### src/rtl/core/i2p_pkg.sv
package i2p_pkg;

  typedef logic [2:0] code_t;
  typedef logic [1:0] kind_t;
  typedef logic [1:0] prec_t;
  typedef logic [1:0] status_t;

  localparam code_t CODE_OPEN = 3'd0;
  localparam code_t CODE_ADD  = 3'd1;
  localparam code_t CODE_SUB  = 3'd2;
  localparam code_t CODE_MUL  = 3'd3;
  localparam code_t CODE_DIV  = 3'd4;

  localparam kind_t KIND_CLOSE = 2'd0;
  localparam kind_t KIND_OP    = 2'd1;
  localparam kind_t KIND_END   = 2'd2;

  localparam status_t ST_OK       = 2'd0;
  localparam status_t ST_OVERFLOW = 2'd1;
  localparam status_t ST_CLOSE    = 2'd2;
  localparam status_t ST_OPEN     = 2'd3;

  localparam logic [7:0] CH_OPEN  = 8'h28;
  localparam logic [7:0] CH_CLOSE = 8'h29;
  localparam logic [7:0] CH_MUL   = 8'h2a;
  localparam logic [7:0] CH_ADD   = 8'h2b;
  localparam logic [7:0] CH_SUB   = 8'h2d;
  localparam logic [7:0] CH_DIV   = 8'h2f;
  localparam logic [7:0] CH_NUL   = 8'h00;

  function automatic logic is_alnum(input logic [7:0] c);
    return c inside {[8'h30:8'h39], [8'h41:8'h5a], [8'h61:8'h7a]};
  endfunction

  function automatic logic is_op(input logic [7:0] c);
    return c inside {CH_ADD, CH_SUB, CH_MUL, CH_DIV};
  endfunction

  function automatic code_t op_code(input logic [7:0] c);
    case (c)
      CH_ADD:  return CODE_ADD;
      CH_SUB:  return CODE_SUB;
      CH_MUL:  return CODE_MUL;
      CH_DIV:  return CODE_DIV;
      default: return CODE_OPEN;
    endcase
  endfunction

  function automatic logic [7:0] code_char(input code_t t);
    case (t)
      CODE_OPEN: return CH_OPEN;
      CODE_ADD:  return CH_ADD;
      CODE_SUB:  return CH_SUB;
      CODE_MUL:  return CH_MUL;
      CODE_DIV:  return CH_DIV;
      default:   return CH_NUL;
    endcase
  endfunction

  function automatic prec_t code_prec(input code_t t);
    case (t)
      CODE_ADD, CODE_SUB: return 2'd1;
      CODE_MUL, CODE_DIV: return 2'd2;
      default:            return 2'd0;
    endcase
  endfunction

endpackage

### src/rtl/core/i2p_stack.sv
module i2p_stack
  import i2p_pkg::*;
#(
  parameter int DEPTH = 32,
  parameter int AW    = 5
) (
  input  logic          clk,
  input  logic          wr_en,
  input  logic [AW-1:0] wr_addr,
  input  code_t         wr_data,
  input  logic          rd_en,
  input  logic [AW-1:0] rd_addr,
  output code_t         rd_data
);

  code_t mem [DEPTH];

  always_ff @(posedge clk) begin
    if (wr_en) begin
      mem[wr_addr] <= wr_data;
    end
  end

  always_ff @(posedge clk) begin
    if (rd_en) begin
      rd_data <= mem[rd_addr];
    end
  end

endmodule

### src/rtl/core/infix_to_postfix_converter_core.sv
// A letter or digit is first registered as a pending result, then sent to the output;
// ')', an operator or the zero byte examine the stack one entry at a time, as the
// stack memory read is registered. Results stall while out_ready is low.
// A new byte is taken only while idle: ignored bytes are taken every cycle, but any
// other byte is finished, its results sent to the output, before the next is taken.
// Reset (synchronous, active high) empties the stack; stack contents are not cleared.
module infix_to_postfix_converter_core
  import i2p_pkg::*;
#(
  parameter int STACK_DEPTH = 32
) (
  input  logic       clk,
  input  logic       rst,
  input  logic       in_valid,
  output logic       in_ready,
  input  logic [7:0] symbol,
  output logic       out_valid,
  input  logic       out_ready,
  output logic [7:0] out_symbol,
  output status_t    status,
  output logic       last
);

  localparam int AW = (STACK_DEPTH > 1) ? $clog2(STACK_DEPTH) : 1;
  localparam int CW = $clog2(STACK_DEPTH + 1);
  localparam logic [CW-1:0] CNT_FULL = CW'(STACK_DEPTH);
  localparam logic [CW-1:0] CNT_ONE  = CW'(1);
  localparam logic [CW-1:0] CNT_TWO  = CW'(2);

  localparam logic [1:0] S_IDLE = 2'd0;
  localparam logic [1:0] S_TEST = 2'd1;
  localparam logic [1:0] S_FIN  = 2'd2;

  logic [1:0]    state;
  logic [CW-1:0] cnt;
  logic [7:0]    sym;
  kind_t         kind;
  code_t         op;
  logic          hold_v;
  logic [7:0]    hold_sym;
  status_t       hold_st;

  logic          accept;
  logic          out_free;
  logic          out_load;
  code_t         top;
  logic          new_v;
  logic [7:0]    new_sym;
  status_t       new_st;
  logic          pop;
  logic          push;
  logic          done;
  logic          step;
  logic          rd_en;
  logic [CW-1:0] rd_cnt;
  logic          wr_en;
  logic [AW-1:0] wr_addr;
  code_t         wr_data;
  logic          open_push;

  assign in_ready  = (state == S_IDLE);
  assign accept    = in_valid && in_ready;
  assign out_free  = !out_valid || out_ready;
  assign open_push = accept && (symbol == CH_OPEN) && (cnt < CNT_FULL);
  assign out_load  = (step && new_v && hold_v) || ((state == S_FIN) && hold_v && out_free);

  i2p_stack #(.DEPTH(STACK_DEPTH), .AW(AW)) u_stack (
    .clk     (clk),
    .wr_en   (wr_en),
    .wr_addr (wr_addr),
    .wr_data (wr_data),
    .rd_en   (rd_en),
    .rd_addr (rd_cnt[AW-1:0]),
    .rd_data (top)
  );

  always_comb begin
    new_v   = 1'b0;
    new_sym = CH_NUL;
    new_st  = ST_OK;
    pop     = 1'b0;
    push    = 1'b0;
    done    = 1'b0;
    case (kind)
      KIND_CLOSE: begin
        if (cnt == '0) begin
          new_v   = 1'b1;
          new_sym = CH_CLOSE;
          new_st  = ST_CLOSE;
          done    = 1'b1;
        end else if (top == CODE_OPEN) begin
          pop  = 1'b1;
          done = 1'b1;
        end else begin
          new_v   = 1'b1;
          new_sym = code_char(top);
          pop     = 1'b1;
        end
      end
      KIND_OP: begin
        if ((cnt != '0) && (code_prec(top) >= code_prec(op))) begin
          new_v   = 1'b1;
          new_sym = code_char(top);
          pop     = 1'b1;
        end else if (cnt < CNT_FULL) begin
          push = 1'b1;
          done = 1'b1;
        end else begin
          new_v   = 1'b1;
          new_sym = sym;
          new_st  = ST_OVERFLOW;
          done    = 1'b1;
        end
      end
      KIND_END: begin
        new_v = 1'b1;
        if (cnt == '0) begin
          done = 1'b1;
        end else begin
          new_sym = code_char(top);
          new_st  = (top == CODE_OPEN) ? ST_OPEN : ST_OK;
          pop     = 1'b1;
        end
      end
      default: begin
        done = 1'b1;
      end
    endcase
    step = (state == S_TEST) && !(new_v && hold_v && !out_free);
  end

  always_comb begin
    rd_en   = accept || (step && pop);
    rd_cnt  = accept ? (cnt - CNT_ONE) : (cnt - CNT_TWO);
    wr_en   = open_push || (step && push);
    wr_addr = cnt[AW-1:0];
    wr_data = open_push ? CODE_OPEN : op;
  end

  always_ff @(posedge clk) begin
    if (rst) begin
      state     <= S_IDLE;
      cnt       <= '0;
      hold_v    <= 1'b0;
      out_valid <= 1'b0;
    end else begin
      if (out_valid && out_ready && !out_load) begin
        out_valid <= 1'b0;
      end
      case (state)
        S_IDLE: begin
          if (accept) begin
            if (is_alnum(symbol)) begin
              hold_v   <= 1'b1;
              hold_sym <= symbol;
              hold_st  <= ST_OK;
              state    <= S_FIN;
            end else if (symbol == CH_OPEN) begin
              if (cnt < CNT_FULL) begin
                cnt <= cnt + CNT_ONE;
              end else begin
                hold_v   <= 1'b1;
                hold_sym <= symbol;
                hold_st  <= ST_OVERFLOW;
              end
              state <= S_FIN;
            end else if (symbol == CH_CLOSE) begin
              kind  <= KIND_CLOSE;
              state <= S_TEST;
            end else if (is_op(symbol)) begin
              kind  <= KIND_OP;
              op    <= op_code(symbol);
              sym   <= symbol;
              state <= S_TEST;
            end else if (symbol == CH_NUL) begin
              kind  <= KIND_END;
              state <= S_TEST;
            end
          end
        end
        S_TEST: begin
          if (step) begin
            if (new_v) begin
              if (hold_v) begin
                out_valid  <= 1'b1;
                out_symbol <= hold_sym;
                status     <= hold_st;
                last       <= 1'b0;
              end
              hold_v   <= 1'b1;
              hold_sym <= new_sym;
              hold_st  <= new_st;
            end
            if (pop) begin
              cnt <= cnt - CNT_ONE;
            end else if (push) begin
              cnt <= cnt + CNT_ONE;
            end
            if (done) begin
              state <= S_FIN;
            end
          end
        end
        S_FIN: begin
          if (!hold_v) begin
            state <= S_IDLE;
          end else if (out_free) begin
            out_valid  <= 1'b1;
            out_symbol <= hold_sym;
            status     <= hold_st;
            last       <= 1'b1;
            hold_v     <= 1'b0;
            state      <= S_IDLE;
          end
        end
        default: begin
          state <= S_IDLE;
        end
      endcase
    end
  end

  a_cnt_bound: assert property (@(posedge clk) disable iff (rst) cnt <= CNT_FULL)
    else $error("stack count beyond depth");

  a_idle_empty: assert property (@(posedge clk) disable iff (rst) in_ready |-> !hold_v)
    else $error("pending result left when taking a new beat");

  a_open_push: assert property (@(posedge clk) disable iff (rst)
    open_push |=> cnt == $past(cnt) + CNT_ONE)
    else $error("open paren push lost");

  a_pop_read: assert property (@(posedge clk) disable iff (rst)
    (step && pop && !done) |=> state == S_TEST && cnt == $past(cnt) - CNT_ONE)
    else $error("pop did not advance to next stack entry");

endmodule
### config.mk
export PLATFORM = sky130hd
export DESIGN_NAME = infix_to_postfix_converter_core
export DESIGN_NICKNAME = d
export VERILOG_FILES = /design/src/rtl/core/i2p_pkg.sv /design/src/rtl/core/i2p_stack.sv /design/src/rtl/core/infix_to_postfix_converter_core.sv
export SDC_FILE = /design/constraint.sdc
export NUM_CORES = 1
export LEC_CHECK = 0
export BUFFER_PORTS_ARGS = -buffer_cell sky130_fd_sc_hd__clkbuf_2
export CORE_ASPECT_RATIO = 1.1
export CORE_MARGIN = 2
export CORE_UTILIZATION = 50
export DETAILED_ROUTE_END_ITERATION = 10
export PLACE_DENSITY = 0.66
export SLEW_MARGIN = 20
export SYNTH_ARGS = -nofsm -noshare
export SYNTH_HDL_FRONTEND = slang
export SYNTH_SLANG_ARGS = --single-unit
### constraint.sdc
create_clock -name clk -period 4.1 [get_ports clk]
set_input_delay 0.41 -clock clk [delete_from_list [all_inputs] [get_ports clk]]
set_output_delay 0.41 -clock clk [all_outputs]
set_load 0.005 [all_outputs]
[Yosys cells after proc, flatten, opt, wreduce, memory -nomap -nowiden]
Memory sizes are Yosys's and may differ from the RTL's. A register that Yosys moved wholly into a read port is not among the register bits.
Cells that the tools add are included.
Widths: inputs -> output; s select.
Storage, ports and cells
  memories kept: 1
  ROM bits: 0
  latch bits: 0
  register bits after elaboration: 44
  logic and storage cells: 221
  bits in writable memories: 96
Operators by class
  add/subtract/negate cells: 3
  reductions and logical operators: 51
  eq/ne operators: 33
  magnitude comparators: 8
  bitwise gates (word level): 4
  multipliers: 0
  shift-type cells: 0
  multiplexer cells: 108
  divide/modulo/power cells: 0
Memories
  u_stack.mem: words 32, bits a word 3, rd ports 1, clocked after Yosys merged registers in 1, wr ports 1, line i2p_stack.sv:16  | code_t mem [DEPTH];
Operators with widths (count)
  $mux 8: 14
  $mux 2: 27
  $mux 6: 9
  $eq 8x6->1 const B: 6
  $mux 1: 37
  $pmux 8 s2: 2
  $pmux 6 s5: 1
  $reduce_and 7->1: 4
  $pmux 6 s4: 1
  $pmux 8 s3: 1
  $logic_and 1x1->1: 18
  $ge 8x7->1 const B: 2
  $le 8x7->1 const B: 2
  $pmux 2 s2: 4
  $ne 2x2->1 const B: 7
  $eq 3x2->1 const B: 4
  $pmux 2 s3: 2
  $pmux 3 s4: 1
  $pmux 6 s2: 1
  $reduce_and 6->1: 2
  $reduce_or 2->1: 6
  $pmux 1 s3: 3
  $reduce_bool 3->1: 3
  $ge 8x6->1 const B: 1
  other kinds (29): 49

[Logic depth before layout (Yosys ltp)]
  word-level depth: 22
  mapped depth: 12

[Modules after synthesis]
Synthesis repeated with hierarchy kept, for this count alone.
Second synthesis, totals
  cells, all modules: 455
  area, all modules: 6601.3 µm²
By module, submodules not included
  i2p_stack: seq. area each 2972.9 µm², area an instance 3946.3 µm², instances 1, cells each 185
  infix_to_postfix_converter_core: seq. area each 1221.2 µm², area an instance 2655.0 µm², instances 1, cells each 270

[Least setup slack after synthesis]
Ideal clock, no wire load.
  path kind: reg-to-reg
  start: register cnt[1]
  end: register u_stack.rd_data[1], read port of u_stack.mem (data pin)
  slack: 0.839 ns
  arrival: 2.991 ns
  path buffers: 3
  cell stages (with the launch flop): 12
  period minus slack after synthesis: 3.261 ns
  path through: dfxtp_1 > clkbuf_1 > inv_1 > clkbuf_1 > ha_1 > xnor2_1 > mux2i_4 > buf_6 > mux4_2 > a22o_1 > nor4_1 > o32ai_1
On the way
  longest elaborated chain between the ends: 10
  elaborated cells between the ends (all ways): 20
RTL lines
  start, declared: line infix_to_postfix_converter_core.sv:35  | logic [CW-1:0] cnt;
  start signal, assigned: line infix_to_postfix_converter_core.sv:160  | cnt <= cnt + CNT_ONE;
  start signal, assigned: line infix_to_postfix_converter_core.sv:195  | cnt <= cnt - CNT_ONE;
  start signal, assigned: line infix_to_postfix_converter_core.sv:197  | cnt <= cnt + CNT_ONE;
  $lt 6x6->1 / $reduce_bool 6->1 (equally long branches): line infix_to_postfix_converter_core.sv:105, infix_to_postfix_converter_core.sv:101
  $mux 1 / $logic_and 1x1->1 (equally long branches): line infix_to_postfix_converter_core.sv:105, infix_to_postfix_converter_core.sv:101
  $mux 1: line infix_to_postfix_converter_core.sv:101  | if ((cnt != '0) && (code_prec(top) >= code_prec(op))) begin
  $pmux 1 s3: line infix_to_postfix_converter_core.sv:84  | case (kind)
  $logic_and 1x1->1 (2 in a row): line infix_to_postfix_converter_core.sv:129  | step = (state == S_TEST) && !(new_v && hold_v && !out_free);
  $logic_not 1->1: line infix_to_postfix_converter_core.sv:129
  $logic_and 1x1->1: line infix_to_postfix_converter_core.sv:129
  $logic_and 1x1->1: line infix_to_postfix_converter_core.sv:133  | rd_en = accept || (step && pop);
  $logic_or 1x1->1: line infix_to_postfix_converter_core.sv:133
  end, declared: line i2p_stack.sv:13  | output code_t rd_data
Several ways; a longest one is shown, not always the timed one.
A chain may end at the register's enable or synchronous reset.

[Final worst setup path]
  start: register cnt[1]
  end: register u_stack.rd_data[0], read port of u_stack.mem (data pin)
Same word-level chain as after synthesis.

==> flow_summary.json <==
{
  "status": "finished, final reports clean",
  "synth_area_per_cell_um2": 13.3,
  "relSlewSlack_pct": 48.0,
  "r2r_end": "u_stack.rd_data[0]$_DFFE_PP_",
  "drc": 0,
  "synth_common_cells": "133 x edfxtp_1, 66 x nor2_1, 34 x a21oi_1",
  "cts_buffer_depth": 2,
  "cts_sinks": 143,
  "yosys.cell_count.top_type": "edfxtp_1",
  "synthFlopType": "edfxtp_1",
  "design_area_um2": 8310,
  "rsz0062_at_grt": "false",
  "detailed_place_hpwl_um": 12400,
  "grt_antenna_before_repair": 0,
  "fillers": 1189,
  "htree_levels": 4,
  "critPathLaunchType": "register",
  "viasPerCell": 6.42,
  "synth.distinct_cells": 70,
  "synth-edff-count": 133,
  "hold_viol_final": 0,
  "gp_congestion": 0.872,
  "synth_cells": 565,
  "ys_async_sr_fraction_pct": 0,
  "syn_area_um2": 7490,
  "wl_um": 17600,
  "synth_area_leaders": "edfxtp_1 53%, mux4_2 9.9%, mux2i_1 4.4%, nor2_1 3.3%, dfxtp_1 2.7%",
  "ys_seq_area_share_pct": 56.0,
  "worstMarginPinSlew_ns": 0.780,
  "cts_tree": "built",
  "track_usage_pct": 23.1,
  "drive_above_1_share_pct": 19.5,
  "seq_area_um2": 4190,
  "multi_input_area_um2": 3060,
  "die_w_um": 121,
  "ant_nets": 0,
  "ys_ff_latch": 143,
  "cts_root_buf": "clkbuf_16",
  "finalSetupViolations": 0,
  "p_leak_nw": 2.86,
  "hold_path.startpoint": "symbol[3]",
  "wl_per_cell_um": 22.2,
  "globalRouteOverflowTotal": 0,
  "grt_first_pass_wirelength_um": 27600,
  "irDropWorstVdd_v": 0.000305,
  "die_area_um2": 16000,
  "nets": 614,
  "cts_made_buffers": 17,
  "areaGrowthSynthToFinish_pct": 10.9,
  "cp_max_fo": 16,
  "synth_largest_area_cell": "edfxtp_1",
  "hold_path.class": "input pin to register",
  "start_util_pct": 51.6,
  "synth_fp_nets": 590,
  "cts_resized": 0,
  "skew_ns": 0.00652,
  "reg2reg_from": "cnt[1]$_SDFFE_PP0P_",
  "required_ns": 4.27,
  "rrSetupSlack_ns": 0.46,
  "rows": 46,
  "antenna_cells": 0,
  "dr_total_vias": 5081,
  "coreArea_um2": 14500,
  "first_iter_violations": 441,
  "path_clk_slew_ns": 0.06,
  "fin_tns_setup_ns": 0,
  "synth_top_cell_area_share_pct": 53.3,
  "cap_violations": 0,
  "io_buffers": 24,
  "hold_buffers": 0,
  "io_pins": 25,
  "grt_max_degree": 33,
  "worstRegToRegCells": 9,
  "p_per_area_nw_per_um2": 391,
  "clock_latency_ns": 0.43,
  "slew_violations": 0,
  "grt_pass1_vias": 4999,
  "min_period_ns": 3.64,
  "ys_warn_count": 0,
  "fmax_ghz": 0.274,
  "fin_crit_sh_pct": 88.9,
  "critPathKind": "register to register",
  "die_h_um": 132,
  "cts_setup_buffers": 0,
  "holdPathStages": 1,
  "dr.pass1.iters": 5,
  "arrival_ns": 3.81,
  "crit_path_end_kind": "register",
  "placed_area_um2": 7760,
  "hold-path-endpoint": "sym[3]$_DFFE_PP_"
}
[through the flow]
stage	hold slack [ns]	cells	setup WS, ns	util (%)	total power, mW
finish	0.205	791	0.455	57.3	3.25
global route	0.208	791	0.210	57.3	3.34
CTS	0.198	791	0.495	57.3	3.27
detailed placement	0.407	762	0.517	53.5	1.82
global placement	0.401	762	0.619	53.5	1.81
floorplan	0.400	565	0.839	-	1.77
[area by class of cell]
type / instances / share of cell area [%]
Sequential cell: 143 / 50.5
Multi-Input combinational cell: 377 / 36.8
Timing Repair Buffer: 37 / 2.62
Tap cell: 192 / 2.89
Inverter: 13 / 0.587
Clock inverter: 12 / 1.49
Clock buffer: 17 / 5.12
[cell usage in the layout, fill, tap and decap left out, drive strengths merged, types with 15 or more instances in the layout]
cell / Yosys / layout
mux4: 33 / 33
nor2: 67 / 67
edfxtp: 133 / 133
nand3: 15 / 15
a21oi: 34 / 34
nor3: 15 / 15
nand2: 26 / 26
clkbuf: 11 / 41
mux2i: 34 / 34
[logic make-up (layout without fill, tap and decap cells)]
family / Yosys count / count (layout) / synth area share (%)
flops: 143 / 143 / 56.0
xor+xnor: 11 / 11 / 1.39
simple gates: 161 / 161 / 10.8
compound gates: 123 / 123 / 11.5
buf+inv: 45 / 79 / 3.16
mux: 69 / 69 / 14.9
fa+ha+maj: 13 / 13 / 2.17
[power by group]
part	internal (mW)	switching, mW
Combinational	0.0707	0.111
Sequential	1.60	0.0142
Clock	0.876	0.583
[registers in the layout, summed over array words and instances, names as in the netlist, 3 cells and up]
| signal | count |
|---|---|
| cnt | 6 |
| hold_sym | 8 |
| op | 3 |
| out_symbol | 8 |
| sym | 8 |
| u_stack.mem | 96 |
| u_stack.rd_data | 3 |
[critical path, cell delays in order, from the launching register on]
cell and delay, ns:
dfxtp_1 0.61, inv_1 0.36, ha_1 0.38, xnor2_1 0.18
mux2i_4 0.39, buf_4 0.37, mux4_2 0.55, a22o_1 0.26
nor2_1 0.17, o32ai_1 0.10
[per-layer routing]
metal / global-route usage (%) / vias up / share of wire [%]
met1: 30.1 / 2518 / 42
met3: 5.15 / 45 / 6.2
li1: - / 2274 / -
met2: 36.3 / 244 / 48
met4: 11.5 / 0 / 3.6
met5: 0 / - / 0
[how the worst max path moves through the flow]
stage                         from                            to  cells after the start
2_1_floorplan  cnt[1]$_SDFFE_PP0P_  u_stack.rd_data[1]$_DFFE_PP_                     11
3_3_place_gp   cnt[1]$_SDFFE_PP0P_  u_stack.rd_data[1]$_DFFE_PP_                      9
3_5_place_dp   cnt[1]$_SDFFE_PP0P_  u_stack.rd_data[2]$_DFFE_PP_                      9
4_1_cts        cnt[1]$_SDFFE_PP0P_  u_stack.rd_data[2]$_DFFE_PP_                      9
5_1_grt        cnt[1]$_SDFFE_PP0P_  u_stack.rd_data[1]$_DFFE_PP_                      9
6_report       cnt[1]$_SDFFE_PP0P_  u_stack.rd_data[0]$_DFFE_PP_                      9
No activity file was read; power rests on OpenSTA's default activity.
